--- src/rtl/core/toae_pkg.sv ---
`timescale 1ns / 1ps
// Shared types, codes and constants of the TCP option address extractor.
package toae_pkg;

    // Largest option area of a TCP header, in bytes.
    localparam int MAX_OPTION_AREA = 40;
    localparam int AREA_W = $clog2(MAX_OPTION_AREA + 1);

    // Result queue depth; one item can push two words.
    localparam int OUT_DEPTH = 4;
    localparam int OUT_PTR_W = $clog2(OUT_DEPTH);
    localparam int OUT_CNT_W = $clog2(OUT_DEPTH + 1);

    // Input word kinds.
    localparam logic KIND_BEGIN = 1'b0;
    localparam logic KIND_BYTE  = 1'b1;

    // TCP option kinds with special meaning.
    localparam logic [7:0] OPT_EOL = 8'd0;
    localparam logic [7:0] OPT_NOP = 8'd1;

    // Smallest legal size byte: kind plus size.
    localparam logic [7:0] OPT_MIN_SIZE = 8'd2;

    // Result status codes.
    localparam logic [1:0] ST_CAPTURED  = 2'd0;
    localparam logic [1:0] ST_EOL       = 2'd1;
    localparam logic [1:0] ST_MALFORMED = 2'd2;
    localparam logic [1:0] ST_EXHAUSTED = 2'd3;

    // Configuration register indexes.
    localparam logic [1:0] CFG_V4_KIND = 2'd0;
    localparam logic [1:0] CFG_V4_SIZE = 2'd1;
    localparam logic [1:0] CFG_V6_KIND = 2'd2;
    localparam logic [1:0] CFG_V6_SIZE = 2'd3;

    // Configuration reset values.
    localparam logic [7:0] V4_KIND_RST = 8'd254;
    localparam logic [5:0] V4_SIZE_RST = 6'd8;
    localparam logic [7:0] V6_KIND_RST = 8'd253;
    localparam logic [5:0] V6_SIZE_RST = 6'd20;

    // Scanner phases.
    typedef enum logic [2:0] {
        PH_IDLE,
        PH_KIND,
        PH_SIZE,
        PH_SKIP,
        PH_CAPTURE,
        PH_DONE
    } phase_t;

    // One result word.
    typedef struct packed {
        logic [1:0] status;
        logic       is_v6;
        logic [7:0] data_byte;
        logic [5:0] byte_index;
        logic       last;
    } result_t;

    // Result word for a search that ended without a match.
    function automatic result_t not_found(input logic [1:0] st);
        result_t r;
        r.status     = st;
        r.is_v6      = 1'b0;
        r.data_byte  = 8'd0;
        r.byte_index = 6'd0;
        r.last       = 1'b1;
        return r;
    endfunction

    // Result word for one captured option byte.
    function automatic result_t captured(input logic v6, input logic [7:0] b,
                                         input logic [5:0] idx, input logic fin);
        result_t r;
        r.status     = ST_CAPTURED;
        r.is_v6      = v6;
        r.data_byte  = b;
        r.byte_index = idx;
        r.last       = fin;
        return r;
    endfunction

endpackage

--- src/rtl/core/tcp_option_address_extractor_core.sv ---
`timescale 1ns / 1ps
// Top level of the TCP option address extractor: option scanner and result queue.
// The block takes one input word per cycle unless stalled: a begin word with the option
// area length, then the option bytes. It walks the options, and when it finds one whose
// kind and size match the configured v4 or v6 pair it emits that option's bytes, kind and
// size first, the final one marked last; a search that fails emits one word with status
// end-of-list, malformed size or area exhausted. Each word is handled by the scanner
// state registers and lands in a four-word result queue, so a word can be accepted every
// cycle unless the input stalls. The size byte of a matching option yields two result
// words, and the input stalls while the queue has fewer than two free slots, so the input
// rate stays at one word per cycle as long as the output side takes a word per cycle.
module tcp_option_address_extractor_core (
    input  logic       clk,
    input  logic       rst_n,
    // Configuration write port
    input  logic       cfg_write,
    input  logic [1:0] cfg_index,
    input  logic [7:0] cfg_data,
    // Input channel
    input  logic       in_valid,
    output logic       in_stall,
    input  logic       kind,
    input  logic [7:0] value,
    // Output channel
    output logic       out_valid,
    input  logic       out_stall,
    output logic [1:0] status,
    output logic       is_v6,
    output logic [7:0] data_byte,
    output logic [5:0] byte_index,
    output logic       last
);
    import toae_pkg::*;

    // Configuration registers.
    logic [7:0] v4_kind_reg;
    logic [5:0] v4_size_reg;
    logic [7:0] v6_kind_reg;
    logic [5:0] v6_size_reg;

    // Scanner state.
    phase_t            phase_reg,       phase_next;
    logic [AREA_W-1:0] remaining_reg,   remaining_next;
    logic [5:0]        option_size_reg, option_size_next;
    logic [7:0]        pending_kind_reg, pending_kind_next;
    logic [5:0]        count_reg,       count_next;
    logic              capture_v6_reg,  capture_v6_next;

    // Result queue.
    result_t              fifo_reg [OUT_DEPTH];
    logic [OUT_PTR_W-1:0] head_reg, head_next;
    logic [OUT_PTR_W-1:0] tail_reg, tail_next;
    logic [OUT_CNT_W-1:0] fill_reg, fill_next;

    logic              in_accept;
    logic              pop;
    logic              push0;
    logic              push1;
    result_t           res0;
    result_t           res1;
    logic [AREA_W-1:0] rem_dec;
    logic [AREA_W-1:0] begin_len;
    logic [5:0]        cnt_dec;
    logic [5:0]        skip_cnt;
    logic              v4_match;
    logic              v6_match;
    logic              size_bad;
    logic              cap_fin;
    logic [OUT_PTR_W-1:0] tail_plus1;

    // Handshakes: stall while the queue cannot take a two-word burst.
    assign in_stall  = (fill_reg > OUT_CNT_W'(OUT_DEPTH - 2));
    assign in_accept = in_valid && !in_stall;
    assign out_valid = (fill_reg != '0);
    assign pop       = out_valid && !out_stall;

    // Output word comes straight from the queue head.
    assign status     = fifo_reg[head_reg].status;
    assign is_v6      = fifo_reg[head_reg].is_v6;
    assign data_byte  = fifo_reg[head_reg].data_byte;
    assign byte_index = fifo_reg[head_reg].byte_index;
    assign last       = fifo_reg[head_reg].last;

    // Datapath helpers for the current byte.
    assign rem_dec   = remaining_reg - AREA_W'(1);
    assign cnt_dec   = count_reg - 6'd1;
    assign skip_cnt  = value[5:0] - 6'd2;
    assign begin_len = (value > 8'(MAX_OPTION_AREA)) ? AREA_W'(MAX_OPTION_AREA)
                                                     : value[AREA_W-1:0];
    assign size_bad  = (value < OPT_MIN_SIZE)
                    || ({1'b0, value} > (9'(rem_dec) + 9'd2));
    assign v4_match  = (pending_kind_reg == v4_kind_reg) && (value == {2'b00, v4_size_reg});
    assign v6_match  = (pending_kind_reg == v6_kind_reg) && (value == {2'b00, v6_size_reg});
    assign cap_fin   = ({1'b0, count_reg} + 7'd1) >= {1'b0, option_size_reg};

    // Scanner next state and result words.
    always_comb
    begin
        phase_next        = phase_reg;
        remaining_next    = remaining_reg;
        option_size_next  = option_size_reg;
        pending_kind_next = pending_kind_reg;
        count_next        = count_reg;
        capture_v6_next   = capture_v6_reg;
        push0             = 1'b0;
        push1             = 1'b0;
        res0              = not_found(ST_EXHAUSTED);
        res1              = not_found(ST_EXHAUSTED);

        if (in_accept)
        begin
            if (kind == KIND_BEGIN)
            begin
                // A begin word restarts the scan from any phase.
                remaining_next    = begin_len;
                option_size_next  = '0;
                pending_kind_next = '0;
                count_next        = '0;
                capture_v6_next   = 1'b0;
                if (begin_len == '0)
                begin
                    push0      = 1'b1;
                    phase_next = PH_DONE;
                end
                else
                begin
                    phase_next = PH_KIND;
                end
            end
            else
            begin
                case (phase_reg)
                    PH_KIND:
                    begin
                        remaining_next = rem_dec;
                        if (value == OPT_EOL)
                        begin
                            push0      = 1'b1;
                            res0       = not_found(ST_EOL);
                            phase_next = PH_DONE;
                        end
                        else if (rem_dec == '0)
                        begin
                            // NOP or a kind byte that uses up the area.
                            push0      = 1'b1;
                            phase_next = PH_DONE;
                        end
                        else if (value == OPT_NOP)
                        begin
                            phase_next = PH_KIND;
                        end
                        else
                        begin
                            pending_kind_next = value;
                            phase_next        = PH_SIZE;
                        end
                    end
                    PH_SIZE:
                    begin
                        remaining_next = rem_dec;
                        if (size_bad)
                        begin
                            push0      = 1'b1;
                            res0       = not_found(ST_MALFORMED);
                            phase_next = PH_DONE;
                        end
                        else
                        begin
                            option_size_next = value[5:0];
                            if (v4_match || v6_match)
                            begin
                                // Emit kind and size together.
                                capture_v6_next = !v4_match;
                                push0 = 1'b1;
                                push1 = 1'b1;
                                res0  = captured(!v4_match, pending_kind_reg, 6'd0, 1'b0);
                                res1  = captured(!v4_match, value, 6'd1,
                                                 value == OPT_MIN_SIZE);
                                if (value == OPT_MIN_SIZE)
                                begin
                                    phase_next = PH_DONE;
                                end
                                else
                                begin
                                    count_next = 6'd2;
                                    phase_next = PH_CAPTURE;
                                end
                            end
                            else
                            begin
                                count_next = skip_cnt;
                                if (skip_cnt != '0)
                                begin
                                    phase_next = PH_SKIP;
                                end
                                else if (rem_dec == '0)
                                begin
                                    push0      = 1'b1;
                                    phase_next = PH_DONE;
                                end
                                else
                                begin
                                    phase_next = PH_KIND;
                                end
                            end
                        end
                    end
                    PH_SKIP:
                    begin
                        remaining_next = rem_dec;
                        count_next     = cnt_dec;
                        if (cnt_dec == '0)
                        begin
                            if (rem_dec == '0)
                            begin
                                push0      = 1'b1;
                                phase_next = PH_DONE;
                            end
                            else
                            begin
                                phase_next = PH_KIND;
                            end
                        end
                    end
                    PH_CAPTURE:
                    begin
                        remaining_next = rem_dec;
                        push0          = 1'b1;
                        res0           = captured(capture_v6_reg, value, count_reg, cap_fin);
                        if (cap_fin)
                        begin
                            phase_next = PH_DONE;
                        end
                        else
                        begin
                            count_next = count_reg + 6'd1;
                        end
                    end
                    default:
                    begin
                        // Idle or done: stray bytes are dropped.
                        phase_next = phase_reg;
                    end
                endcase
            end
        end
    end

    // Queue pointer and fill updates.
    assign tail_plus1 = tail_reg + OUT_PTR_W'(1);

    always_comb
    begin
        head_next = pop ? head_reg + OUT_PTR_W'(1) : head_reg;
        tail_next = tail_reg + OUT_PTR_W'(push0) + OUT_PTR_W'(push1);
        fill_next = fill_reg + OUT_CNT_W'(push0) + OUT_CNT_W'(push1) - OUT_CNT_W'(pop);
    end

    // Configuration registers.
    always_ff @(posedge clk or negedge rst_n)
    begin
        if (!rst_n)
        begin
            v4_kind_reg <= V4_KIND_RST;
            v4_size_reg <= V4_SIZE_RST;
            v6_kind_reg <= V6_KIND_RST;
            v6_size_reg <= V6_SIZE_RST;
        end
        else if (cfg_write)
        begin
            case (cfg_index)
                CFG_V4_KIND: v4_kind_reg <= cfg_data;
                CFG_V4_SIZE: v4_size_reg <= cfg_data[5:0];
                CFG_V6_KIND: v6_kind_reg <= cfg_data;
                CFG_V6_SIZE: v6_size_reg <= cfg_data[5:0];
                default:     v4_kind_reg <= v4_kind_reg;
            endcase
        end
    end

    // Scanner state and queue control registers.
    always_ff @(posedge clk or negedge rst_n)
    begin
        if (!rst_n)
        begin
            phase_reg        <= PH_IDLE;
            remaining_reg    <= '0;
            option_size_reg  <= '0;
            pending_kind_reg <= '0;
            count_reg        <= '0;
            capture_v6_reg   <= 1'b0;
            head_reg         <= '0;
            tail_reg         <= '0;
            fill_reg         <= '0;
        end
        else
        begin
            phase_reg        <= phase_next;
            remaining_reg    <= remaining_next;
            option_size_reg  <= option_size_next;
            pending_kind_reg <= pending_kind_next;
            count_reg        <= count_next;
            capture_v6_reg   <= capture_v6_next;
            head_reg         <= head_next;
            tail_reg         <= tail_next;
            fill_reg         <= fill_next;
        end
    end

    // Queue storage: payload only, no reset.
    always_ff @(posedge clk)
    begin
        if (push0)
        begin
            fifo_reg[tail_reg] <= res0;
        end
        if (push1)
        begin
            fifo_reg[tail_plus1] <= res1;
        end
    end

endmodule

--- config.mk ---
export PLATFORM = sky130hd
export DESIGN_NAME = tcp_option_address_extractor_core
export DESIGN_NICKNAME = d
export VERILOG_FILES = /design/src/rtl/core/toae_pkg.sv /design/src/rtl/core/tcp_option_address_extractor_core.sv
export SDC_FILE = /design/constraint.sdc
export NUM_CORES = 1
export LEC_CHECK = 0
export ABC_AREA = 1
export BUFFER_PORTS_ARGS = -buffer_cell sky130_fd_sc_hd__buf_2
export CAP_MARGIN = 15
export CORE_MARGIN = 2
export CORE_UTILIZATION = 60
export DETAILED_ROUTE_END_ITERATION = 12
export HOLD_SLACK_MARGIN = 0.15
export PLACE_DENSITY = 0.79
export SYNTH_ARGS = -nofsm -noshare
export SYNTH_HDL_FRONTEND = slang
export SYNTH_SLANG_ARGS = --single-unit
--- constraint.sdc ---
create_clock -name clk -period 11.2 [get_ports clk]
set_clock_uncertainty 0.15 [all_clocks]
set_input_delay 2.8 -clock clk [delete_from_list [all_inputs] [get_ports clk]]
set_output_delay 2.8 -clock clk [all_outputs]
set_load 0.02 [all_outputs]
==> results_dict.tcl <==
set metrics [dict create \
    rows 42 \
    setup_violations 0 \
    drc_errors 0 \
    largest_reg_flops 72 \
    critPathLaunch "kind" \
    ys_types 45 \
    cts_resized 0 \
    slowest_delay_ps 520 \
    synth_top_family_by_area "simple AND/OR/NAND/NOR gates" \
    fmax_mhz 161 \
    hp-class "flop to flop" \
    cp.arrival_ps 6360 \
    drt_iter0_markers 694 \
    dr.pass1.iters 6 \
    grt.total_usage 0.294 \
    yosys_register_bits 137 \
    dpl.hpwl_mm 14.1 \
    hold_start "fifo_reg[1][4]$_SDFFE_PP0N_" \
    period_needed_ps 6200 \
    fp.dieW_um 119 \
    cts_max_path_buffers 2 \
    hold_path_depth 2 \
    grt_overflow_total 0 \
    crit_fanout 29 \
    synth_fa_ha_area_frac 0.0438 \
    vias_per_cell 5.63 \
    synthMuxAreaShare 0 \
    htreeDepth 4 \
    antenna_found_initial 0 \
    syn-num-nets 1085 \
    holdPathEnd "fifo_reg[1][4]$_SDFFE_PP0N_" \
    worstMarginPinSlew_ps 919 \
    slew_headroom 0.383 \
    yosys.area_share.simple 0.268 \
    grt_first_pass_wirelength_mm 32.7 \
    diodes 0 \
    fin_ws_ps 5000 \
    wl_mm 20.0 \
    fin_tns_setup_ps 0 \
    synth.avg_cell_area_um2 7.67 \
    ys.flop_type "edfxtp_1" \
    cts_hold_buf 0 \
    mostFrequentLayoutCell "nand2_1" \
    postCtsSetupRepairBufs 0 \
    cp_slowest_cell "clkinv_1" \
    start_util 0.607 \
    synth-edff-count 52 \
    fin_util 0.670 \
    synth_xor_area_frac 0.0208 \
    drive_above_1_share 0.116 \
    end_kind "flop" \
    reg2regPathDepth 23 \
    clk_latency_ps 420 \
    clkSinkCount 137 \
    start_kind "input pin" \
    p_leak_uw 0.00407 \
    powerDensity_mw_per_mm2 243 \
    drv_slew 0 \
    num_vias 7039 \
    reg2reg_slack_ps 6260 \
    io_buffers 43 \
    clk_pin_slew_ps 60 \
    num-nets-final 1111 \
    ios 44 \
    synth_seq_area_share 0.455 \
    vdd_drop_max_mv 0.138 \
    r2r_end "fifo_reg[2][8]$_DFFE_PP_" \
    layout_common_cells "nand2_1, o21ai_0, nor2_1" \
    syn_inst 1035 \
    cts_buffers 17 \
    postRouteAntennaNets 0 \
    status "completed" \
    hold_viol 0 \
    worstReg2RegStart "remaining_reg[0]$_DFFE_PN0P_" \
    die_y_um 119 \
    avgRoutedWirePerCell_um 16.0 \
    area_delta_synth_final_pct 10.5 \
    rsz0062_at_grt "no" \
    critPathBufInv 5 \
    pre_cts_ws_ps 4660 \
    root_buffer "clkbuf_16" \
    ys_warn_count 0 \
    cts_tree "built" \
    grt_max_degree 66 \
    crit_chain "buf_2 -> clkinv_1 -> nor2_1 -> clkinv_1 -> nor2_1 -> nand2_1 -> nand2_2 -> inv_1 -> ha_1 -> inv_1 -> fa_1 -> fa_1 -> xnor2_1" \
    required_ps 11360 \
    syn_area_mm2 0.00794 \
    grt_pass1_vias 6469 \
    synth_compound_area_frac 0.129 \
    coreArea_mm2 0.0131 \
    dieArea_mm2 0.0142 \
    critPathTopFamily "buffers and inverters" \
    finalCritPeriodShare 0.554 \
    maxCapViolations 0 \
    crit_type "input pin to flop" \
    async_reset_ff_frac 0.474 \
    gp_congestion 0.951 \
]
-- how the worst max path moves through the flow --
stage	end	cells past startpoint	slack [ps]
6_report	fill_reg[2]$_DFF_PN0_	13	5000
5_1_grt	fill_reg[2]$_DFF_PN0_	13	4710
4_1_cts	last	4	4660
3_5_place_dp	fill_reg[2]$_DFF_PN0_	13	4660
3_3_place_gp	fill_reg[2]$_DFF_PN0_	13	4770
2_1_floorplan	fill_reg[2]$_DFF_PN0_	20	5390
-- worst register-to-register path: cells and delay by family, from the launching register on --
family	cells	cell delay, ps
simple gates	17	2900
fa+ha+maj	3	780
flops	1	370
buf+inv	2	200
xor+xnor	1	150
-- cells in the mapped netlist (2+ instances only) --
cell type  number  area (um^2)
nand2_1       275         1030
o21ai_0       128          641
nor2_1        116          435
inv_1         101          379
nand3_1        69          345
edfxtp_1       52         1560
dfrtp_1        48         1200
o22ai_1        28          175
ha_1           23          288
clkbuf_1       21         78.8
dfxtp_1        20          400
dfstp_2        17          447
nor3_1         13         65.1
a21oi_1        12         60.1
nand4_1        11         68.8
inv_2           9         33.8
xor2_1          9         78.8
buf_4           8         60.1
o21ai_1         8         40.0
xnor2_1         8         70.1
buf_6           5         56.3
clkinv_1        5         18.8
nand2_2         5         31.3
o211ai_1        5         37.5
buf_2           4         20.0
nand2_4         4         45.0
nor2_2          4         25.0
a31oi_1         3         18.8
fa_1            3         60.1
inv_4           3         18.8
a221oi_1        2         17.5
nor2_4          2         22.5
nor4_1          2         12.5
-- final cells by class --
type	count	area (um^2)
clock inverter	13	116
fill	1108	4310
timing repair buffer	46	258
inverter	118	450
sequential	137	3610
multi-input combinational	741	3660
clock buffer	19	455
tap	176	220
-- metal layers --
| metal | part of all wire | track usage | up-vias |
|---|---|---|---|
| li1 | - | - | 3455 |
| met1 | 0.44 | 0.394 | 3271 |
| met2 | 0.48 | 0.486 | 269 |
| met3 | 0.059 | 0.0556 | 44 |
| met4 | 0.023 | 0.0930 | 0 |
| met5 | 0 | 0 | - |
-- kinds of logic after synthesis --
kind of cell	count (synthesis)
AND/OR/NAND/NOR	507
AO/OA/AOI/OAI	190
buffers and inverters	157
flip-flops	137
adder cells (fa/ha/maj)	26
XOR/XNOR	18
-- metrics by stage --
stage,instances,total power [uW],cell area [um^2],hold WS [ps]
after floorplan,1035,1350,7940,290
after global placement,1217,1560,8170,305
after detailed placement,1217,1580,8170,305
after CTS,1249,2120,8740,314
after global routing,1250,2290,8770,335
final,1250,2140,8770,314
-- where the power goes --
part / switching (uW) / total [uW] / internal [uW] / leakage, uW
Clock: 224 / 545 / 320 / 0.000282
Combinational: 594 / 903 / 309 / 0.00226
Sequential: 84.6 / 688 / 603 / 0.00153
Total: 902 / 2140 / 1230 / 0.00407
(Power assumes the default switching activity.)
